**config.mk**
```make
export PLATFORM = sky130hd
export DESIGN_NAME = mpc_color
export DESIGN_NICKNAME = d
export VERILOG_FILES = /design/src/design/mpc_pkg.sv /design/src/design/mpc_color.sv
export SDC_FILE = /design/constraint.sdc
export NUM_CORES = 1
export LEC_CHECK = 0
export BUFFER_PORTS_ARGS = -buffer_cell sky130_fd_sc_hd__buf_2
export CAP_MARGIN = 20
export CORE_ASPECT_RATIO = 1.75
export CORE_UTILIZATION = 49
export CTS_CLUSTER_DIAMETER = 50
export CTS_CLUSTER_SIZE = 12
export DETAILED_ROUTE_END_ITERATION = 10
export HOLD_SLACK_MARGIN = 0.08
export MAX_ROUTING_LAYER = met4
export PLACE_DENSITY = 0.9
export SLEW_MARGIN = 15
export SYNTH_ARGS = -nofsm -noshare
export SYNTH_HDL_FRONTEND = slang
export SYNTH_SLANG_ARGS = --single-unit
```
**constraint.sdc**
```tcl
create_clock -name clock -period 8.15 [get_ports clock]
set_input_delay 1.63 -clock clock [delete_from_list [all_inputs] [get_ports clock]]
set_output_delay 1.63 -clock clock [all_outputs]
set_load 0.05 [all_outputs]
```
**src/design/mpc_pkg.sv**
```systemverilog
`timescale 1ns / 1ps
// shared types, constants and colour tables of the mandelbrot pixel colouriser
package mpc_pkg;

   localparam int MAX_ITER_DEF   = 60;
   localparam int COORD_BITS_DEF = 11;

   localparam int ITER_BITS = 9;
   localparam int Z_BITS    = 30;
   localparam int PROD_BITS = 2 * Z_BITS;
   localparam int SQ_BITS   = 2 * Z_BITS - 1;
   localparam int FRAC      = 24;
   localparam int ZMAG_MAX  = (1 << 29) - 1;

   localparam logic [SQ_BITS-1:0] ESC_SUMSQ = SQ_BITS'(1000) << (2 * FRAC);

   localparam int CSR_ADDR_BITS = 4;

   typedef enum logic [1:0] {
      REG_FRAME_WIDTH,
      REG_FRAME_HEIGHT,
      REG_STEP_SCALE,
      REG_PIXEL_FORMAT
   } csr_reg_type;

   typedef enum logic {
      FMT_RGB888,
      FMT_RGB565
   } pix_fmt_type;

   localparam logic [11:0] FRAME_WIDTH_RST  = 12'd1024;
   localparam logic [11:0] FRAME_HEIGHT_RST = 12'd768;
   localparam logic [23:0] STEP_SCALE_RST   = 24'd83886;

   typedef struct packed {
      logic [11:0] frame_width;
      logic [11:0] frame_height;
      logic [23:0] step_scale;
      pix_fmt_type pixel_format;
   } csr_type;

   typedef struct packed {
      logic                     valid;
      logic                     done;
      logic                     chk;
      logic                     big;
      logic [ITER_BITS-1:0]     n;
      logic signed [Z_BITS-1:0] re;
      logic signed [Z_BITS-1:0] im;
      logic signed [Z_BITS-1:0] cre;
      logic signed [Z_BITS-1:0] cim;
   } cell_bus_type;

   typedef enum logic [1:0] {
      SEL_ZERO,
      SEL_HALF,
      SEL_RISE,
      SEL_FALL
   } sel_type;

   typedef struct packed {
      sel_type c0;
      sel_type c1;
      sel_type c2;
   } hue_sel_type;

   function automatic hue_sel_type hue_sels(input logic [2:0] hue);
      hue_sel_type s;
      case (hue)
         3'd0: s = '{SEL_HALF, SEL_RISE, SEL_ZERO};
         3'd1: s = '{SEL_FALL, SEL_HALF, SEL_ZERO};
         3'd2: s = '{SEL_ZERO, SEL_HALF, SEL_RISE};
         3'd3: s = '{SEL_ZERO, SEL_FALL, SEL_HALF};
         3'd4: s = '{SEL_RISE, SEL_ZERO, SEL_HALF};
         3'd5: s = '{SEL_HALF, SEL_ZERO, SEL_FALL};
         default: s = '{SEL_ZERO, SEL_ZERO, SEL_ZERO};
      endcase
      return s;
   endfunction

   // step on the ten-step ramp; the top of the ramp is the half level
   function automatic logic [3:0] ramp_step(input sel_type s, input logic [3:0] m);
      logic [3:0] k;
      case (s)
         SEL_HALF: k = 4'd10;
         SEL_RISE: k = m;
         SEL_FALL: k = 4'd10 - m;
         default:  k = 4'd0;
      endcase
      return k;
   endfunction

   function automatic logic [7:0] ramp8(input logic [3:0] k);
      logic [7:0] v;
      case (k)
         4'd0:  v = 8'd0;
         4'd1:  v = 8'd12;
         4'd2:  v = 8'd25;
         4'd3:  v = 8'd38;
         4'd4:  v = 8'd51;
         4'd5:  v = 8'd64;
         4'd6:  v = 8'd76;
         4'd7:  v = 8'd89;
         4'd8:  v = 8'd102;
         4'd9:  v = 8'd115;
         4'd10: v = 8'd128;
         default: v = 8'd0;
      endcase
      return v;
   endfunction

   function automatic logic [4:0] ramp5(input logic [3:0] k);
      logic [4:0] v;
      case (k)
         4'd0:  v = 5'd0;
         4'd1:  v = 5'd1;
         4'd2:  v = 5'd3;
         4'd3:  v = 5'd4;
         4'd4:  v = 5'd6;
         4'd5:  v = 5'd7;
         4'd6:  v = 5'd9;
         4'd7:  v = 5'd10;
         4'd8:  v = 5'd12;
         4'd9:  v = 5'd13;
         4'd10: v = 5'd15;
         default: v = 5'd0;
      endcase
      return v;
   endfunction

   function automatic logic [5:0] ramp6(input logic [3:0] k);
      logic [5:0] v;
      case (k)
         4'd0:  v = 6'd0;
         4'd1:  v = 6'd3;
         4'd2:  v = 6'd6;
         4'd3:  v = 6'd9;
         4'd4:  v = 6'd12;
         4'd5:  v = 6'd15;
         4'd6:  v = 6'd18;
         4'd7:  v = 6'd22;
         4'd8:  v = 6'd25;
         4'd9:  v = 6'd28;
         4'd10: v = 6'd31;
         default: v = 6'd0;
      endcase
      return v;
   endfunction

   function automatic logic [23:0] hue_word(input logic [2:0] hue, input logic [3:0] m,
                                            input pix_fmt_type fmt);
      hue_sel_type s;
      logic [3:0]  k0;
      logic [3:0]  k1;
      logic [3:0]  k2;
      logic [23:0] w;
      s  = hue_sels(hue);
      k0 = ramp_step(s.c0, m);
      k1 = ramp_step(s.c1, m);
      k2 = ramp_step(s.c2, m);
      if (fmt == FMT_RGB888) begin
         w = {ramp8(k2), ramp8(k1), ramp8(k0)};
      end else begin
         w = {8'd0, ramp5(k0), ramp6(k1), ramp5(k2)};
      end
      return w;
   endfunction

endpackage

```
**src/design/mpc_color.sv**
```systemverilog
`timescale 1ns / 1ps
// iteration count to hue colour, result beat register
module mpc_color (
   input  logic                  clock,
   input  logic                  reset,
   input  logic                  advance,
   input  mpc_pkg::cell_bus_type bus_in,
   input  mpc_pkg::pix_fmt_type  pixel_format,
   output logic                  valid,
   output logic [23:0]           pixel_word,
   output logic [5:0]            iteration_count
);
   import mpc_pkg::*;

   localparam int PW = ITER_BITS + 8;
   localparam int QW = PW - 11;

   logic [PW-1:0]        tenth;
   logic [QW-1:0]        q;
   logic [ITER_BITS-1:0] tens;
   logic [3:0]           m;
   logic [QW-1:0]        base;
   logic [2:0]           hue;
   logic                 valid_ff;
   logic [23:0]          word_ff;
   logic [5:0]           count_ff;

   // divide by ten through a reciprocal, exact over the count range
   assign tenth = PW'(bus_in.n) * PW'(205);
   assign q     = tenth[PW-1:11];
   assign tens  = ITER_BITS'(q) * ITER_BITS'(10);
   assign m     = 4'(bus_in.n - tens);

   always_comb begin
      base = '0;
      for (int k = 1; k <= 8; k++) begin
         if (q >= QW'(6 * k)) begin
            base = QW'(6 * k);
         end
      end
   end

   assign hue = 3'(q - base);

   always_ff @(posedge clock) begin
      if (reset) begin
         valid_ff <= 1'b0;
      end else if (advance) begin
         valid_ff <= bus_in.valid;
         word_ff  <= hue_word(hue, m, pixel_format);
         count_ff <= bus_in.n[5:0];
      end
   end

   assign valid           = valid_ff;
   assign pixel_word      = word_ff;
   assign iteration_count = count_ff;
endmodule

```
**Word-level counts from Yosys, hierarchy flattened**

Memories as Yosys holds them, arrays and structs flattened. A register that Yosys moved wholly into a read port is not among the register bits.
Index checks and enable logic that the tools add are counted.
Widths: inputs -> output; s select.

- Bitwise logic cells: 1
- Reduce and logical (&&, ||, !) cells: 2
- Equal/unequal tests: 14
- Multiply operators: 2
- Order comparisons: 8
- Add/subtract/negate cells: 3
- Mux-type cells: 21

Operators with widths:

| operator | number |
|---|---|
| $pmux 4 s3 | 3 |
| $pmux 6 s6 | 1 |
| $mux 3 | 8 |
| $mux 4 | 6 |
| $ge 6x5->1 const B | 3 |
| $ge 6x6->1 const B | 3 |
| $mul 9x8->17 const B | 1 |
| $mux 16 | 1 |
| $eq 2x2->1 const B | 6 |
| $mux 6 | 2 |
| $eq 2x1->1 const B | 3 |
| $eq 3x2->1 const B | 2 |
| $eq 3x3->1 const B | 2 |
| $ge 6x3->1 const B | 1 |
| $ge 6x4->1 const B | 1 |
| $mul 6x3->3 const B | 1 |
| $sub 4x4->4 | 1 |
| $sub 4x4->4 const A | 1 |
| $eq 3x1->1 const B | 1 |
| $logic_not 3->1 | 1 |
| $sub 3x3->3 | 1 |
| $reduce_and 2->1 | 1 |
| $not 1->1 | 1 |

- Memories kept: 6
- Flip-flop bits (word level): 23
- Input bits: 137
- Output and inout bits: 31
- ROM bits: 592

Memory list:

| memory | depth | width | read ports | clocked after memory_dff | write ports | RTL line | source |
|---|---|---|---|---|---|---|---|
| (no name shown) | 16 | 8 | 1 | 1 | 0 | mpc_pkg.sv:95 | `case (k)` |
| (no name shown) | 16 | 8 | 1 | 0 | 0 | mpc_pkg.sv:95 |  |
| (no name shown) | 16 | 8 | 1 | 0 | 0 | mpc_pkg.sv:95 |  |
| (no name shown) | 16 | 5 | 1 | 0 | 0 | mpc_pkg.sv:133 | `case (k)` |
| (no name shown) | 16 | 4 | 1 | 0 | 0 | mpc_pkg.sv:114 | `case (k)` |
| (no name shown) | 16 | 4 | 1 | 0 | 0 | mpc_pkg.sv:114 |  |

**Longest topological paths before layout**

An unclocked memory read counts as a cell.

- Word-level depth: 21
- Gate-level depth with buffers: 29

**Worst setup path after synthesis**

OpenSTA, ideal clock, no wires.

- Path kind: input to register
- Start point: input bus_in[122] in the netlist's numbering
- End point: register word_ff[12], in the netlist pixel_word[12], data pin
- Library setup time: 274 ps
- Stages: 26
- Data required time: 7,876 ps
- Path buffers: 2
- Data arrival time: 7,340 ps
- Setup slack: 535 ps
- Cells stage by stage: ha_1 inv_1 fa_1 fa_1 fa_1 inv_1 ha_1 nand4_1 a21oi_1 a21oi_2 xnor2_1 inv_1 o211ai_1 o21ai_0 a22o_1 ha_1 clkbuf_1 clkbuf_1 xnor2_1 nor3_1 inv_1 ha_1 nand3_1 o21ai_0 a221oi_1 a31oi_1

- Word-level cells in the longest chain between the ends: 21

Ends and longest elaborated chain:

| item | RTL line | source |
|---|---|---|
| from (decl) | mpc_color.sv:7 | `input mpc_pkg::cell_bus_type bus_in,` |
| $mul 9x8->17 | mpc_color.sv:29 | `assign tenth = PW'(bus_in.n) * PW'(205);` |
| $ge 6x3->1 | mpc_color.sv:37 | `if (q >= QW'(6 * k)) begin` |
| $mux 3 (8 in series) | mpc_color.sv:37 |  |
| $sub 3x3->3 | mpc_color.sv:43 | `assign hue = 3'(q - base);` |
| $eq 3x3->1 (tied with other cells) | mpc_pkg.sv:69 | `case (hue)` |
| $pmux 6 s6 | mpc_pkg.sv:69 |  |
| $mux 6 | mpc_color.sv:48 | `end else if (advance) begin` |
| $mux 6 | mpc_color.sv:46 | `if (reset) begin` |
| $eq 2x2->1 or $eq 2x1->1 (tied branches) | mpc_pkg.sv:84 | `case (s)` |
| $pmux 4 s3 | mpc_pkg.sv:84 |  |
| $mux 4 | mpc_color.sv:48 |  |
| $mux 4 | mpc_color.sv:46 |  |
| $mem_v2 16x8 or $mem_v2 16x4 (tied branches) | -- |  |
| $mux 16 (*) | mpc_pkg.sv:161 | `if (fmt == FMT_RGB888) begin` |
| to (signal assigned) | mpc_color.sv:50 | `word_ff <= hue_word(hue, m, pixel_format);` |
| to (decl) | mpc_color.sv:25 | `logic [23:0] word_ff;` |

Mark *: on every way between the ends. The rest lies on a longest branch, timed or not. The select of a mux whose other input is x is not followed.
A chain may end at the register's enable or synchronous reset.

**Worst setup path in the final report**

- Start point: input bus_in[123] in the netlist's numbering
- End point: register word_ff[1], in the netlist pixel_word[1], data pin

Same word-level chain as after synthesis.

==> impl_metrics.csv <==
group,metric,value,unit
timing,drv_slew,0,
timing,period_needed,7.92,ns
setup_path,r2r-start,"valid",
timing,fmax,126,MHz
setup_path,crit_fanout,8,
drt,wirelength,8830,um
synth,syn_area,3730,sq um
cts,cts_root_buffer,"clkbuf_16",
setup_path,required,8.13,ns
floorplanning,die_h,117,um
drt,wl_per_cell,15.7,um
cts,cts_num_sinks,29,
final_layout,final-seq-area,861,sq um
cts,cts_buffers,5,
synth,synthCells,405,
synth,async_reset_ff_share,0,%
final_layout,multi_input_area,2610,sq um
timing,slew_headroom,59.8,%
outcome,status,"complete, no violations",
final_layout,final_nets,690,
grt,antenna_found_initial,0,
grt,grt_overflow,0,
timing,hold_viol_final,0,
synth,syn_area_per_cell,9.21,sq um
timing,rsz0062_at_grt,"false",
floorplanning,floorplan.rows,41,
setup_path,rrSetupSlack,7.52,ns
setup_path,worst_setup_path_end_kind,"flop",
cts,cts_tree,"built",
synth,synth_edf_count,28,
floorplanning,dieArea,7980,sq um
synth,ys.flop_type,"edfxtp_1",
grt,grt_first_pass_wirelength,14100,um
final_layout,syn_to_final_growth,18.6,%
floorplanning,io_pins,168,
grt,grt_pass1_vias,3294,
drt,first_pass_iters,5,
placed_design,hpwlAfterDp,7130,um
timing,period_share,97.1,%
setup_path,crit_path_start_kind,"primary input",
placed_design,place_congestion,0.907,
cts,cts_hold_repair.buffers,0,
cts,cts_max_level,2,
timing,finClkSkew,0,ns
cts,cts_setup_buffers,0,
synth,ys_ff_latch,29,
grt,track_usage,23.6,%
setup_path,reg2regPathDepth,2,
drt,drtIter0Drc,305,
final_layout,layout_commonest_cell,"ha_1",
floorplanning,die_x,67.9,um
cts,cts.path.max_buffers,2,
final_layout,diodes,0,
cts,cts_resized,0,
grt,grt_max_degree,34,
synth,ys_warn_count,0,
final_layout,drive_gt1_share,21.9,%
floorplanning,coreArea,7280,sq um
min_path,hold_start,"valid",
synth,yosysSeqAreaShare,23.1,%
min_path,min_to,"valid",
drt,vias_per_cell,5.81,
final_layout,fillers,604,
synth,syn_nets,621,
drt,drc,0,
flow_run,cap_violations,0,
final_layout,mostFrequentLayoutCells,"ha_1, inv_1, buf_2",
timing,finalSetupViolCount,0,
setup_path,crit_type,"primary input to flop",
final_layout,fin_util,60.7,%
cts,clock_latency,0.28,ns
placed_design,io_buffer_count,44,
min_path,holdCritPathClass,"flop to flop",
setup_path,worst_ep_arrival_time,7.90,ns
min_path,holdPathStages,2,
cts,clk_pin_slew_worst_paths,0.05,ns
floorplanning,start_util,51.2,%
timing,tightest_slew,0.603,ns
drt,drtAntennaViolNets,0,
setup_path,rr_endpoint,"valid",
synth,yosysUniqueCellTypes,60,
drt,vias,3258,
[critical path: stages]
cell      delay [ns]
buf_2           0.15
ha_1            0.32
inv_1           0.07
fa_1            0.50
fa_1            0.52
fa_1            0.56
inv_1           0.04
ha_1            0.32
nand4_1         0.17
a21oi_1         0.24
a21oi_2         0.12
o21ba_2         0.26
xor2_4          0.19
maj3_1          0.36
o21ai_0         0.18
a22o_1          0.17
ha_2            0.24
xnor2_2         0.20
xnor2_1         0.13
nor3_1          0.34
inv_1           0.16
ha_1            0.23
and2_1          0.19
a221oi_2        0.38
buf_4           0.17
a31oi_1         0.04
[layer usage]
metal	wire [um]	GRT usage (%)	up-vias
met3	298	2.33	32
met5	0	-	-
met1	3040	22.0	1545
met2	5080	43.6	104
met4	408	12.9	0
li1	-	-	1577
[per-stage QoR]
step	worst slack, ns	instance area [sq um]	TNS, ns	std cells	hold WS, ns
2_1_floorplan	0.535	3730	0	405	0.733
3_3_place_gp	0.153	4240	0	553	0.469
3_5_place_dp	-0.0793	4240	-0.109	553	0.535
4_1_cts	0.110	4400	0	561	0.552
5_1_grt	0.00618	4420	0	561	0.598
6_report	0.232	4420	0	561	0.553
[how the worst max path moves through the flow]
stage	startpoint	cells past startpoint	slack (ns)	to
4_1_cts	bus_in[123]	26	0.11	pixel_word[1]
5_1_grt	bus_in[123]	26	0.006	pixel_word[1]
2_1_floorplan	bus_in[122]	26	0.54	pixel_word[12]
6_report	bus_in[123]	26	0.23	pixel_word[1]
3_5_place_dp	bus_in[123]	26	-0.08	pixel_word[1]
3_3_place_gp	bus_in[123]	26	0.15	pixel_word[1]
[state kept, by name, indices dropped and copies added, names as in the netlist]
register / cells
pixel_word: 22
iteration_count: 6
valid: 1
[synthesized netlist by cell type (3+ instances only)]
library cell   n  share of area [%]
nand2_1       26                2.6
o21ai_0       17                2.3
edfxtp_1      28                 23
and2_1         4               0.67
nand4_1        5               0.84
xor2_1         3               0.70
a21oi_1       22                3.0
fa_1          15                8.1
a211oi_1       6                1.2
or3_1          3               0.50
xnor2_1       10                2.3
o211ai_1       5                1.0
a31oi_1        7                1.2
o21ai_1        8                1.1
inv_1         51                5.1
mux2_2         4                1.2
nor2_1        26                2.6
buf_2          3               0.40
nor2b_1        4               0.67
mux2i_1       10                2.7
nand3_1       10                1.3
ha_1          64                 21
o22a_1         3               0.70
nor3_1        11                1.5
clkbuf_1      11                1.1
[cell type report]
| class | count | area share (%) |
|---|---|---|
| multi-input cells | 307 | 59.0 |
| repair buffers | 80 | 11.1 |
| well taps | 86 | 2.43 |
| inverters | 51 | 4.33 |
| clock inverters | 2 | 0.764 |
| flip-flops and latches | 29 | 19.5 |
| clock buffers | 6 | 2.91 |
[cells by family after synthesis]
group,synth area share (%)
adders and majority gates,30.1
DFF,23.1
muxes,3.89
xor gates and xnor gates,5.40
and+or+nand+nor,13.7
AOI/OAI and AO/OA,16.2
buffers and inverters,7.65
Power is not shown: default switching activity piles up to over one toggle a cycle in this logic, so the estimate is an artifact.
