==> src/design/mpc_pkg.sv <==
`timescale 1ns / 1ps
// shared types, constants and colour tables of the mandelbrot pixel colouriser
package mpc_pkg;

   localparam int MAX_ITER_DEF   = 60;
   localparam int COORD_BITS_DEF = 11;

   localparam int ITER_BITS = 9;
   localparam int Z_BITS    = 30;
   localparam int PROD_BITS = 2 * Z_BITS;
   localparam int SQ_BITS   = 2 * Z_BITS - 1;
   localparam int FRAC      = 24;
   localparam int ZMAG_MAX  = (1 << 29) - 1;

   localparam logic [SQ_BITS-1:0] ESC_SUMSQ = SQ_BITS'(1000) << (2 * FRAC);

   localparam int CSR_ADDR_BITS = 4;

   typedef enum logic [1:0] {
      REG_FRAME_WIDTH,
      REG_FRAME_HEIGHT,
      REG_STEP_SCALE,
      REG_PIXEL_FORMAT
   } csr_reg_type;

   typedef enum logic {
      FMT_RGB888,
      FMT_RGB565
   } pix_fmt_type;

   localparam logic [11:0] FRAME_WIDTH_RST  = 12'd1024;
   localparam logic [11:0] FRAME_HEIGHT_RST = 12'd768;
   localparam logic [23:0] STEP_SCALE_RST   = 24'd83886;

   typedef struct packed {
      logic [11:0] frame_width;
      logic [11:0] frame_height;
      logic [23:0] step_scale;
      pix_fmt_type pixel_format;
   } csr_type;

   typedef struct packed {
      logic                     valid;
      logic                     done;
      logic                     chk;
      logic                     big;
      logic [ITER_BITS-1:0]     n;
      logic signed [Z_BITS-1:0] re;
      logic signed [Z_BITS-1:0] im;
      logic signed [Z_BITS-1:0] cre;
      logic signed [Z_BITS-1:0] cim;
   } cell_bus_type;

   typedef enum logic [1:0] {
      SEL_ZERO,
      SEL_HALF,
      SEL_RISE,
      SEL_FALL
   } sel_type;

   typedef struct packed {
      sel_type c0;
      sel_type c1;
      sel_type c2;
   } hue_sel_type;

   function automatic hue_sel_type hue_sels(input logic [2:0] hue);
      hue_sel_type s;
      case (hue)
         3'd0: s = '{SEL_HALF, SEL_RISE, SEL_ZERO};
         3'd1: s = '{SEL_FALL, SEL_HALF, SEL_ZERO};
         3'd2: s = '{SEL_ZERO, SEL_HALF, SEL_RISE};
         3'd3: s = '{SEL_ZERO, SEL_FALL, SEL_HALF};
         3'd4: s = '{SEL_RISE, SEL_ZERO, SEL_HALF};
         3'd5: s = '{SEL_HALF, SEL_ZERO, SEL_FALL};
         default: s = '{SEL_ZERO, SEL_ZERO, SEL_ZERO};
      endcase
      return s;
   endfunction

   // step on the ten-step ramp; the top of the ramp is the half level
   function automatic logic [3:0] ramp_step(input sel_type s, input logic [3:0] m);
      logic [3:0] k;
      case (s)
         SEL_HALF: k = 4'd10;
         SEL_RISE: k = m;
         SEL_FALL: k = 4'd10 - m;
         default:  k = 4'd0;
      endcase
      return k;
   endfunction

   function automatic logic [7:0] ramp8(input logic [3:0] k);
      logic [7:0] v;
      case (k)
         4'd0:  v = 8'd0;
         4'd1:  v = 8'd12;
         4'd2:  v = 8'd25;
         4'd3:  v = 8'd38;
         4'd4:  v = 8'd51;
         4'd5:  v = 8'd64;
         4'd6:  v = 8'd76;
         4'd7:  v = 8'd89;
         4'd8:  v = 8'd102;
         4'd9:  v = 8'd115;
         4'd10: v = 8'd128;
         default: v = 8'd0;
      endcase
      return v;
   endfunction

   function automatic logic [4:0] ramp5(input logic [3:0] k);
      logic [4:0] v;
      case (k)
         4'd0:  v = 5'd0;
         4'd1:  v = 5'd1;
         4'd2:  v = 5'd3;
         4'd3:  v = 5'd4;
         4'd4:  v = 5'd6;
         4'd5:  v = 5'd7;
         4'd6:  v = 5'd9;
         4'd7:  v = 5'd10;
         4'd8:  v = 5'd12;
         4'd9:  v = 5'd13;
         4'd10: v = 5'd15;
         default: v = 5'd0;
      endcase
      return v;
   endfunction

   function automatic logic [5:0] ramp6(input logic [3:0] k);
      logic [5:0] v;
      case (k)
         4'd0:  v = 6'd0;
         4'd1:  v = 6'd3;
         4'd2:  v = 6'd6;
         4'd3:  v = 6'd9;
         4'd4:  v = 6'd12;
         4'd5:  v = 6'd15;
         4'd6:  v = 6'd18;
         4'd7:  v = 6'd22;
         4'd8:  v = 6'd25;
         4'd9:  v = 6'd28;
         4'd10: v = 6'd31;
         default: v = 6'd0;
      endcase
      return v;
   endfunction

   function automatic logic [23:0] hue_word(input logic [2:0] hue, input logic [3:0] m,
                                            input pix_fmt_type fmt);
      hue_sel_type s;
      logic [3:0]  k0;
      logic [3:0]  k1;
      logic [3:0]  k2;
      logic [23:0] w;
      s  = hue_sels(hue);
      k0 = ramp_step(s.c0, m);
      k1 = ramp_step(s.c1, m);
      k2 = ramp_step(s.c2, m);
      if (fmt == FMT_RGB888) begin
         w = {ramp8(k2), ramp8(k1), ramp8(k0)};
      end else begin
         w = {8'd0, ramp5(k0), ramp6(k1), ramp5(k2)};
      end
      return w;
   endfunction

endpackage

==> src/design/mpc_csr.sv <==
`timescale 1ns / 1ps
// apb register file: frame size, step scale and pixel format
module mpc_csr (
   input  logic                                 clock,
   input  logic                                 reset,
   input  logic                                 psel,
   input  logic                                 penable,
   input  logic                                 pwrite,
   input  logic [mpc_pkg::CSR_ADDR_BITS-1:0]    paddr,
   input  logic [31:0]                          pwdata,
   output logic [31:0]                          prdata,
   output logic                                 pready,
   output mpc_pkg::csr_type                     csr
);
   import mpc_pkg::*;

   csr_type     csr_ff;
   csr_reg_type reg_sel;
   logic        wr_en;

   assign reg_sel = csr_reg_type'(paddr[CSR_ADDR_BITS-1:2]);
   assign wr_en   = psel && penable && pwrite;
   assign pready  = 1'b1;
   assign csr     = csr_ff;

   always_ff @(posedge clock) begin
      if (reset) begin
         csr_ff.frame_width  <= FRAME_WIDTH_RST;
         csr_ff.frame_height <= FRAME_HEIGHT_RST;
         csr_ff.step_scale   <= STEP_SCALE_RST;
         csr_ff.pixel_format <= FMT_RGB888;
      end else if (wr_en) begin
         case (reg_sel)
            REG_FRAME_WIDTH:  csr_ff.frame_width  <= pwdata[11:0];
            REG_FRAME_HEIGHT: csr_ff.frame_height <= pwdata[11:0];
            REG_STEP_SCALE:   csr_ff.step_scale   <= pwdata[23:0];
            REG_PIXEL_FORMAT: csr_ff.pixel_format <= pix_fmt_type'(pwdata[0]);
            default: ;
         endcase
      end
   end

   always_comb begin
      case (reg_sel)
         REG_FRAME_WIDTH:  prdata = 32'(csr_ff.frame_width);
         REG_FRAME_HEIGHT: prdata = 32'(csr_ff.frame_height);
         REG_STEP_SCALE:   prdata = 32'(csr_ff.step_scale);
         REG_PIXEL_FORMAT: prdata = 32'(csr_ff.pixel_format);
         default:          prdata = '0;
      endcase
   end
endmodule

==> config.mk <==
export PLATFORM = sky130hd
export DESIGN_NAME = mpc_csr
export DESIGN_NICKNAME = d
export VERILOG_FILES = /design/src/design/mpc_pkg.sv /design/src/design/mpc_csr.sv
export SDC_FILE = /design/constraint.sdc
export NUM_CORES = 1
export LEC_CHECK = 0
export BUFFER_PORTS_ARGS = -buffer_cell sky130_fd_sc_hd__buf_2
export CORE_MARGIN = 3
export CORE_UTILIZATION = 49
export CTS_CLUSTER_DIAMETER = 120
export DETAILED_ROUTE_END_ITERATION = 10
export HOLD_SLACK_MARGIN = 0.03
export PLACE_DENSITY = 0.85
export RECOVER_POWER = 100
export SYNTH_ARGS = -nofsm -noshare
export SYNTH_HDL_FRONTEND = slang
export SYNTH_SLANG_ARGS = --single-unit
==> constraint.sdc <==
create_clock -name clock -period 1.8 [get_ports clock]
set_clock_uncertainty 0.05 [all_clocks]
set_input_delay 0.18 -clock clock [delete_from_list [all_inputs] [get_ports clock]]
set_output_delay 0.18 -clock clock [all_outputs]
set_load 0.005 [all_outputs]
# Word level (Yosys, flattened, before mapping)
# Cells that the tools add are included.
[classes]
eq_ne = 3
mux = 1
reduce_logical = 7
[ops]
columns = ["operator", "n"]
rows = [
  ["32-bit one-hot mux with 4 select lines", 1],
  ["2-bit AND reduction", 4],
  ["2-bit == test (second input constant)", 2],
  ["2-bit by 1-bit == test with 1-bit output (second input constant)", 1],
  ["1-bit logical AND", 2],
  ["2-bit zero test", 1],
]
[totals]
register_bits = 49
in_bits = 41
out_inout_bits = 82
wordCells = 15

# Longest topological paths before layout
# Gate-level depths: netlist (run 1).
[logic_depth]
ltp_word = 3
ltp_mapped = 6
mapped_depth_nobuf = 3

# Worst setup path after synthesis (run 1)
# Ideal clock, no wire load.
[synth_timing]
path_type = "input to output"
startpoint = "input port paddr[2] (netlist name)"
endpoint = "output port prdata[1]"
arrival_time_ns = 0.956
path_slack_ns = 0.614
stages = 6
path_buffers = 3
cell_sequence = "buf_4 nor2b_4 buf_4 buf_2 nand2_1 o21ai_0"
[synth_via]
elab_chain_len = 2
[synth_rtl]
columns = ["item", "line", "text"]
rows = [
  ["from (decl)", "mpc_csr.sv:9", "input logic [mpc_pkg::CSR_ADDR_BITS-1:0] paddr,"],
  ["2-bit == test, or another cell as far along", "mpc_csr.sv:44", "case (reg_sel)"],
  ["32-bit one-hot mux with 4 select lines (*)", "mpc_csr.sv:44", ""],
  ["to (decl)", "mpc_csr.sv:11", "output logic [31:0] prdata,"],
]
# Mark *: on every way between the ends. The rest lies on a longest branch, timed or not. The select of a mux whose other input is x is not followed.

# Final worst setup path (run 1)
[layout_timing]
startpoint = "input port paddr[3] (netlist name)"
endpoint = "output port prdata[0]"
# The elaborated chain is that of the path after synthesis.

==> out/qor.yml, run 1 <==
die_area_mm2: 0.00591
slew_headroom_pct: 55.4
antenna_cells: 0
rows: 25
grt.total_usage_pct: 20.2
drtIter0Drc: 80
switching_share_pct: 23.9
reg2regPathDepth: 2
io_buffer_count: 103
htree_levels: 2
syn_avg_cell_area_um2: 9.43
p_seq_share_pct: 54.6
rsz0062_at_grt: "no"
via_per_inst: 5.00
cp.required_ns: 1.57
synthFlopType: "dfxtp_1"
yosysTopAreaCell: "dfxtp_1"
initial_core_util_pct: 51.4
max_stage_delay_ns: 0.54
cts_setup_buffers: 0
worstReg2RegStart: "csr[20]"
endpoint_kind: "output pin"
cp-start-kind: "input port"
p_sw_mw: 0.485
crit_path_top_delay_cell: "mux4_2"
use_met2_pct: 34.5
crit_chain: "buf_2 -> clkbuf_1 -> mux4_2 -> buf_2"
cts_made_buffers: 5
ios: 123
path_max_fanout: 12
synth_edf_count: 0
hold_path_class: "input port to flop"
crit_end: "prdata[0]"
p_leak_nw: 1.39
intPower_mw: 1.55
clockPowerShare_pct: 34.4
crit_path_frequent_cell: "buf_2"
combinationalPowerShare_pct: 11.1
fin_crit_ns: 1.67
synth_async_sr_flop_share_pct: 0
clkTransAtPathRegs_ns: 0.08
cts_sinks: 49
seq_area_frac_synth_pct: 39.9
fmax_mhz: 600
core_mm2: 0.00479
ctsRootBufferMaster: "clkbuf_8"
hold_viol_final: 0
gr-usage-met1_pct: 24.9
dieWidth_um: 76.9
clockBufferDepth: 2
cts_resized: 0
netlist_top_cells_count: "dfxtp_1 (49), mux2i_1 (42), nand2b_1 (37)"
grt_pass1_vias: 2028
synth_top_area_share_pct: 39.9
ctsHoldBuffers: 0
status: "finished, final reports clean"
antenna_found_initial: 0
yosysWarnings: 0
nNetsFinal: 397
finalMaxSlewViolations: 0
place_congestion: 0.773
syn_inst: 261
synth.most_common_cell: "dfxtp_1"
period_share_pct: 92.6
dr.pass1.iters: 4
hold_path_startpoint: "pwdata[12]"
crit_start: "paddr[3]"
overflow: 0
avgRoutedWirePerCell_um: 13.8
ff2ff_setup_slack_ns: 0.97
netlist_area_mm2: 0.00246
finalWirelength_um: 5850
area_growth_pct: 22.4
reg2reg_to: "csr[20]"
p_per_area_mw_per_mm2: 675
grt_pass1_wl_um: 9780
ir_drop_mv: 0.399
cp.arrival_ns: 1.44
grt_max_degree: 40
chipHeight_um: 76.9
final_util_pct: 62.9
synth-seq-cells: 49
clock_latency_ns: 0.29
use_met3_pct: 3.87
synth_cell_types: 24
busiest_layer: "met2"
ys_top_cells_by_area: "dfxtp_1 (40%), mux2i_1 (17%), nand2b_1 (9.4%), a21bo_2 (4.1%), buf_4 (3.4%)"
drtAntennaViolNets: 0
worst_pin_slew_ns: 0.668
setup_viol: 0
route.detailed.drc: 0
setup_tns_ns: 0
dp_hpwl_um: 4330
drive_gt1_share_pct: 26.9
largest_reg_flops: 49
vias: 2121
cts_tree: "built"
path_class: "input port to output pin"
maxCapViolCount: 0
per-layer routing:
layer  wire [um]  share of wire (%)
met1        2470                 42
met2        2870                 49
met3         407                7.0
met4         102                1.7
met5           0                  0
logic make-up (layout without fill, tap and decap cells):
| logic type | count (synthesis) | after routing | share of synthesized area, % |
|---|---|---|---|
| other | 2 | 9 | 0.305 |
| muxes | 43 | 43 | 18.0 |
| buffers and inverters | 31 | 120 | 8.39 |
| DFF | 49 | 49 | 39.9 |
| and+or+nand+nor | 96 | 96 | 22.2 |
| AOI/OAI and AO/OA | 40 | 40 | 11.2 |
worst min path at each step:
stage / end / slack, ns / depth (start not counted)
after floorplan: csr[13] / 0.28 / 2
after global placement: csr[13] / 0.38 / 3
after detailed placement: csr[13] / 0.39 / 3
after CTS: csr[22] / 0.07 / 3
after global routing: csr[22] / 0.07 / 3
final: csr[13] / 0.08 / 3
placed cells by master (no fill, tap or decap), drive strengths merged, types with 7 or more instances in the layout:
| cell type | Yosys | routed |
|---|---|---|
| nand2 | 13 | 13 |
| nand3 | 11 | 11 |
| dfxtp | 49 | 49 |
| nor2 | 9 | 9 |
| and2 | 13 | 13 |
| a21oi | 11 | 11 |
| and3 | 8 | 8 |
| a21bo | 10 | 10 |
| nand2b | 37 | 37 |
| buf | 25 | 76 |
| o21ai | 12 | 12 |
| a211o | 7 | 7 |
| mux2i | 42 | 42 |
| conb | 2 | 9 |
| clkbuf | 6 | 43 |
cell type report:
cell class | count | area, um^2
Timing Repair Buffer | 112 | 553
Multi-Input combinational cell | 188 | 1290
Fill cell | 437 | 1770
Clock inverter | 1 | 5.00
Tap cell | 67 | 83.8
Sequential cell | 49 | 981
Clock buffer | 7 | 96.3
power by group through the flow:
stage | logic, mW | clock network [mW] | registers [mW]
after floorplan | 0.153 | 0 | 1.14
after global placement | 0.229 | 0 | 1.13
after detailed placement | 0.233 | 0 | 1.14
after CTS | 0.234 | 0.720 | 1.11
after global routing | 0.250 | 0.757 | 1.11
final | 0.225 | 0.699 | 1.11
critical path: cells and delay by family:
kind,cells,cell delay (ns)
buf+inv,3,0.71
mux,1,0.54
stage by stage:
step / worst slack [ns] / instance area [um^2] / power [mW] / hold slack [ns] / std cells
final: 0.133 / 3010 / 2.03 / 0.0764 / 424
after floorplan: 0.614 / 2490 / 1.29 / 0.277 / 268
after detailed placement: 0.250 / 2970 / 1.37 / 0.389 / 416
after global placement: 0.242 / 2970 / 1.36 / 0.382 / 416
after CTS: 0.245 / 3070 / 2.06 / 0.0673 / 424
after global routing: 0.0743 / 3010 / 2.12 / 0.0730 / 424
(Power assumes the default switching activity.)
==> run 2: changes to the inputs <==
BUFFER_PORTS_ARGS = -buffer_cell sky130_fd_sc_hd__clkbuf_2   (was -buffer_cell sky130_fd_sc_hd__buf_2)
CAP_MARGIN = 25   (was unset)
==> run 2 against run 1 <==
Against the previous run:
- non-clock buffer count unchanged
- die area did not move
- power up 12%
- setup slack better by 0.16 ns
- count of clock-buffer cells in the layout decreased by 2
- utilization is 1.0 points higher
- worst hold slack got worse by 0.023 ns
- largest cell class unchanged
- sequential power about the same
- global-route usage fell by 0.72 points
- sequential share of layout area shrank 0.53 points
- critical path depth up 2
- via count down 0.47%
==> out/qor.yml, run 2 (synthesis gave the netlist of run 1 again) <==
maxCapViolCount: 0  # unchanged
rsz0062_at_grt: "no"
hold_end: "csr[23]"
cts_sinks: 49  # unchanged
largest_reg_flops: 49  # unchanged
clkTransAtPathRegs_ns: 0.09  # about the same
antenna_found_initial: 0  # unchanged
hold_viol_final: 0  # unchanged
p_leak_nw: 1.44  # +3.3%
route.detailed.drc: 0  # unchanged
grt_pass1_vias: 1924  # -5.1%
chipHeight_um: 76.9  # unchanged
final_cell_mix: "clkbuf_2 (85), dfxtp_1 (49), mux2i_1 (42)"
cp.arrival_ns: 1.28  # -0.16 ns
worst_pin_slew_ns: 0.934  # +0.266 ns
cts_tree: "built"
slew_headroom_pct: 37.7  # -18 points
whs_path_depth: 3  # unchanged
total_power_mw: 2.27  # +12%
area_growth_pct: 24.4
worstReg2RegStart: "csr[22]"
setup_viol: 0  # unchanged
clock_latency_ns: 0.30  # about the same
cp.required_ns: 1.57  # about the same
max_stage_delay_ns: 0.28  # -0.26 ns
finalMaxSlewViolations: 0  # unchanged
fillers: 458  # +4.8%
worst_hold_slack_ns: 0.0536  # -0.0228 ns
via_per_inst: 4.98  # -0.47%
grt_pass1_wl_um: 9380  # -4.2%
crit_path_frequent_cell: "clkbuf_2"
rows: 25  # unchanged
setup_tns_ns: 0  # unchanged
instances_no_fill: 424  # unchanged
io_buffer_count: 103  # unchanged
reg2reg_to: "csr[22]"
hold_path_class: "input port to flop"
grt.total_usage_pct: 19.5  # -0.72 points
avgRoutedWirePerCell_um: 13.5  # -2.0%
ctsHoldBuffers: 0  # unchanged
htree_levels: 2  # unchanged
finalWirelength_um: 5730  # -2.0%
dp_hpwl_um: 4340  # +0.43%
die_area_mm2: 0.00591  # unchanged
endpoint_kind: "output pin"
crit_chain: "clkbuf_2 -> nor2b_4 -> clkbuf_2 -> nand2_1 -> o21ai_0 -> clkbuf_2"
cts_resized: 0  # unchanged
antenna_cells: 0  # unchanged
place_congestion: 0.774  # +0.18%
cp-start-kind: "input port"
path_class: "input port to output pin"
ff2ff_setup_slack_ns: 0.97  # about the same
core_mm2: 0.00479  # unchanged
dieWidth_um: 76.9  # unchanged
ios: 123  # unchanged
drtAntennaViolNets: 0  # unchanged
status: "finished, final reports clean"
dp_cells: 416  # unchanged
fin_crit_ns: 1.51  # -0.159 ns
overflow: 0  # unchanged
crit_path_top_delay_cell: "clkbuf_2"
crit_family: "buffers and inverters"
cts_made_buffers: 5  # unchanged
path_max_fanout: 11  # -1
initial_core_util_pct: 51.4  # unchanged
clockBufferDepth: 2  # unchanged
period_share_pct: 83.8  # -8.8 points
reg2regPathDepth: 2  # unchanged
layout_commonest_cell: "clkbuf_2"
cts_setup_buffers: 0  # unchanged
fmax_mhz: 663  # +11%
grt_max_degree: 42  # +5.0%
nNetsFinal: 397  # unchanged
ir_drop_mv: 0.481  # +21%
hold_path_startpoint: "pwdata[22]"
ctsRootBufferMaster: "clkbuf_8"
worst-path-buf-inv: 3  # unchanged
drtIter0Drc: 110  # +38%
vias: 2111  # -0.47%
drive_gt1_share_pct: 30.5  # +3.6 points
dr.pass1.iters: 4  # unchanged
p_per_area_mw_per_mm2: 741  # +9.8%
[run 2: changes by cell type in the layout (fill, tap and decap cells not counted), sizes merged]
cell and change:
inv +1, clkbuf +70, buf -72, clkinv -1
bufinv +2
[run 2: worst register-to-register path, delay by kind of cell, from the launching register on]
| kind | cells | cell delay (ns) |
|---|---|---|
| compound gates | 2 | 0.37 |
| flops | 1 | 0.35 |
[run 2: area by class of cell]
cell class,count,area (um^2),area share [%]
multi-input cells,188,1290,42.2
flip-flops and latches,49,981,32.0
repair buffers,112,567,18.5
well taps,67,83.8,2.74
clock buffers,5,68.8,2.25
clock inverters,3,68.8,2.25
[run 2: how the worst max path moves through the flow]
stage / to / cells past startpoint / slack, ns / from
floorplan: prdata[1] / 6 / 0.61 / paddr[2]
global placement: csr[3] / 4 / 0.31 / paddr[2]
detailed placement: csr[17] / 4 / 0.29 / paddr[2]
CTS: prdata[0] / 2 / 0.33 / csr[0]
global route: prdata[1] / 6 / 0.17 / paddr[2]
finish: prdata[1] / 6 / 0.29 / paddr[2]
[run 2: per-layer routing]
layer | share of wire, % | track usage, % | up-vias
li1 | - | - | 1055
met1 | 44 | 24.6 | 986
met2 | 50 | 33.5 | 61
met3 | 5.1 | 4.23 | 9
met4 | 1.2 | 4.89 | 0
met5 | 0 | 0 | -
[run 2: per-stage QoR]
stage               area, um^2  worst slack, ns  utilization (%)
floorplan                 2490            0.614                -
finish                    3060            0.292             64.0
global route              3060            0.172             64.0
global placement          2970            0.306             62.1
detailed placement        2970            0.287             62.1
CTS                       3110            0.328             65.0
[run 2: power breakdown]
part	switching, mW	total (mW)	internal [mW]	leakage [nW]
logic	0.122	0.227	0.105	0.972
registers	0.0117	1.11	1.10	0.396
clock network	0.374	0.933	0.559	0.0687
==> run 3: changes to the inputs <==
CORE_UTILIZATION = 41   (was 49)
PLACE_DENSITY = 0.76   (was 0.85)
clock period = 1.31 ns   (was 1.8 ns; I/O delays follow)
==> run 3 against run 2 <==
Against the previous run:
- the flow now finishes with violations (negative setup slack)
- register-to-register slack worse by 0.50 ns
- sequential share of layout area is 1.6 points lower
- final cell count is 7.1% higher
- utilization is 5.6 points lower
- die area is 18% higher
- worst hold slack worse by 0.0082 ns
- count of clock-buffer cells in the layout stayed put
- global-route usage is 1.0 points lower
- critical endpoint is now prdata[0]
- sequential power is 38% higher
- highest routed layer unchanged
- via count is 5.4% higher
- largest cell class unchanged
- first-iteration DRC count is 22% lower
==> out/qor.yml, run 3 (synthesis gave the netlist of run 1 again) <==
worstReg2RegStart: "csr[14]"
worst_pin_slew_ns: 0.541  # -0.394 ns
violations: "negative setup slack"
layout_commonest_cell: "clkbuf_2"
grt_max_degree: 65  # +55%
ios: 123  # unchanged
rsz0062_at_grt: "yes"
clockBufferDepth: 2  # unchanged
fmax_mhz: 723
hold_viol_final: 0  # unchanged
via_per_inst: 4.90  # -1.6%
whs_path_depth: 3  # unchanged
clock_latency_ns: 0.30  # about the same
htree_levels: 2  # unchanged
dpl_worst_slack_ns: -0.0143  # -0.301 ns
area_growth_pct: 33.7
worst_hold_slack_ns: 0.0454  # -0.00820 ns
fin_crit_ns: 1.38
reg2reg_to: "csr[14]"
path_class: "flop to output pin"
grt_pass1_wl_um: 10500  # +12%
crit_chain: "mux4_2 -> clkbuf_2"
vias: 2224  # +5.4%
final_area_mm2: 0.00329  # +7.5%
ctsRootBufferMaster: "clkbuf_8"
use_met2_pct: 31.4  # -2.1 points
antenna_cells: 0  # unchanged
cp.arrival_ns: 1.20  # -0.08 ns
maxCapViolCount: 0  # unchanged
status: "finished, violations left"
chipHeight_um: 83.5  # +8.6%
placed_cell_area_mm2: 0.00306  # +3.1%
cts_made_buffers: 5  # unchanged
reg2regPathDepth: 2  # unchanged
drive_gt1_share_pct: 40.6  # +10 points
nNetsFinal: 422  # +6.3%
io_buffer_count: 103  # unchanged
dr.pass1.iters: 4  # unchanged
endpoint_kind: "output pin"
cts_tree: "built"
antenna_found_initial: 0  # unchanged
finalWirelength_um: 6500  # +13%
use_met3_pct: 4.24  # +0.019 points
core_mm2: 0.00564  # +18%
max_stage_delay_ns: 0.45  # +0.17 ns
hold_path_startpoint: "pwdata[5]"
path_max_fanout: 2  # -9
crit_family: "multiplexers"
ff2ff_setup_slack_ns: 0.47  # -0.50 ns
setup_tns_ns: -0.0732  # -0.0732 ns
final_util_pct: 58.3  # -5.6 points
hold_end: "csr[42]"
initial_core_util_pct: 43.6  # -7.8 points
finalMaxSlewViolations: 0  # unchanged
die_area_mm2: 0.00697  # +18%
cp.required_ns: 1.13  # -0.44 ns
cts_sinks: 49  # unchanged
dieWidth_um: 83.5  # +8.6%
setup_viol: 1  # +1
crit_path_top_delay_cell: "mux4_2"
clkTransAtPathRegs_ns: 0.09  # about the same
route.detailed.drc: 0  # unchanged
place_congestion: 0.779  # +0.65%
hold_path_class: "input port to flop"
ir_drop_mv: 0.575  # +20%
slew_headroom_pct: 63.9  # +26 points
dp_hpwl_um: 4680  # +7.8%
avgRoutedWirePerCell_um: 14.3  # +6.0%
final_cell_mix: "clkbuf_2 (103), mux2i_1 (42), nand2b_1 (37)"
grt_pass1_vias: 2114  # +9.9%
drtIter0Drc: 86  # -22%
overflow: 0  # unchanged
drtAntennaViolNets: 0  # unchanged
p_per_area_mw_per_mm2: 845  # +14%
worst-path-buf-inv: 1  # -2
grt.total_usage_pct: 18.5  # -1.0 points
p_leak_nw: 1.59  # +11%
rows: 27  # +8.0%
cp-start-kind: "flop"
period_share_pct: 106
largest_reg_flops: 49  # unchanged
busiest_layer: "met2"
gr-usage-met1_pct: 22.0  # -2.6 points
layout_setup_ws_ns: -0.0732  # -0.365 ns
run 3: cell count changes in the layout (fill, tap and decap cells not counted), sizes merged, moves of 2 or more:
| cell | delta |
|---|---|
| dlygate4sd3 | +13 |
| buf | +9 |
| clkbuf | +3 |
| bufinv | -2 |
| clkinv | +2 |
run 3: area by class of cell:
cell class	count	area, um^2
fill	536	2350
multi-input combinational	188	1290
sequential	49	1000
timing repair buffer	137	818
tap	72	90.1
clock buffer	5	68.8
clock inverter	3	17.5
run 3: layer usage:
layer  vias up  share of wire (%)
li1       1103                  -
met1      1043                 41
met2        66                 51
met3        12                5.7
met4         0                2.3
met5         -                  0
run 3: power by group:
group / switching, mW / internal [mW]
sequential: 0.0164 / 1.51
combinational: 0.182 / 0.191
clock: 0.512 / 0.370
run 3: worst reg2reg max path, cell delays in order (launching register included):
cell	delay, ns
dfxtp_1	0.36
a21bo_2	0.22
a21oi_1	0.14
run 3: timing repair:
action | 4_1_cts | 5_1_grt
hold endpoints to repair | 13 | 0
buffers inserted | 4 | 0
setup endpoints to repair | 4 | 11
hold buffers | 13 | 0
resized for setup | 5 | 17
run 3: how the worst max path moves through the flow:
stage,start,endpoint,slack [ns],cells after the start
final,csr[0],prdata[0],-0.07,2
after global routing,csr[0],prdata[0],-0.12,2
after CTS,csr[0],prdata[0],-0.09,2
after detailed placement,paddr[3],csr[9],-0.01,5
after global placement,paddr[3],csr[7],0.01,5
after floorplan,paddr[3],csr[15],0.21,5
run 3: through the flow:
step / power (mW) / instances
3_3_place_gp: 1.90 / 429
5_1_grt: 2.91 / 454
6_report: 2.78 / 454
3_5_place_dp: 1.90 / 429
2_1_floorplan: 1.77 / 268
4_1_cts: 2.83 / 454
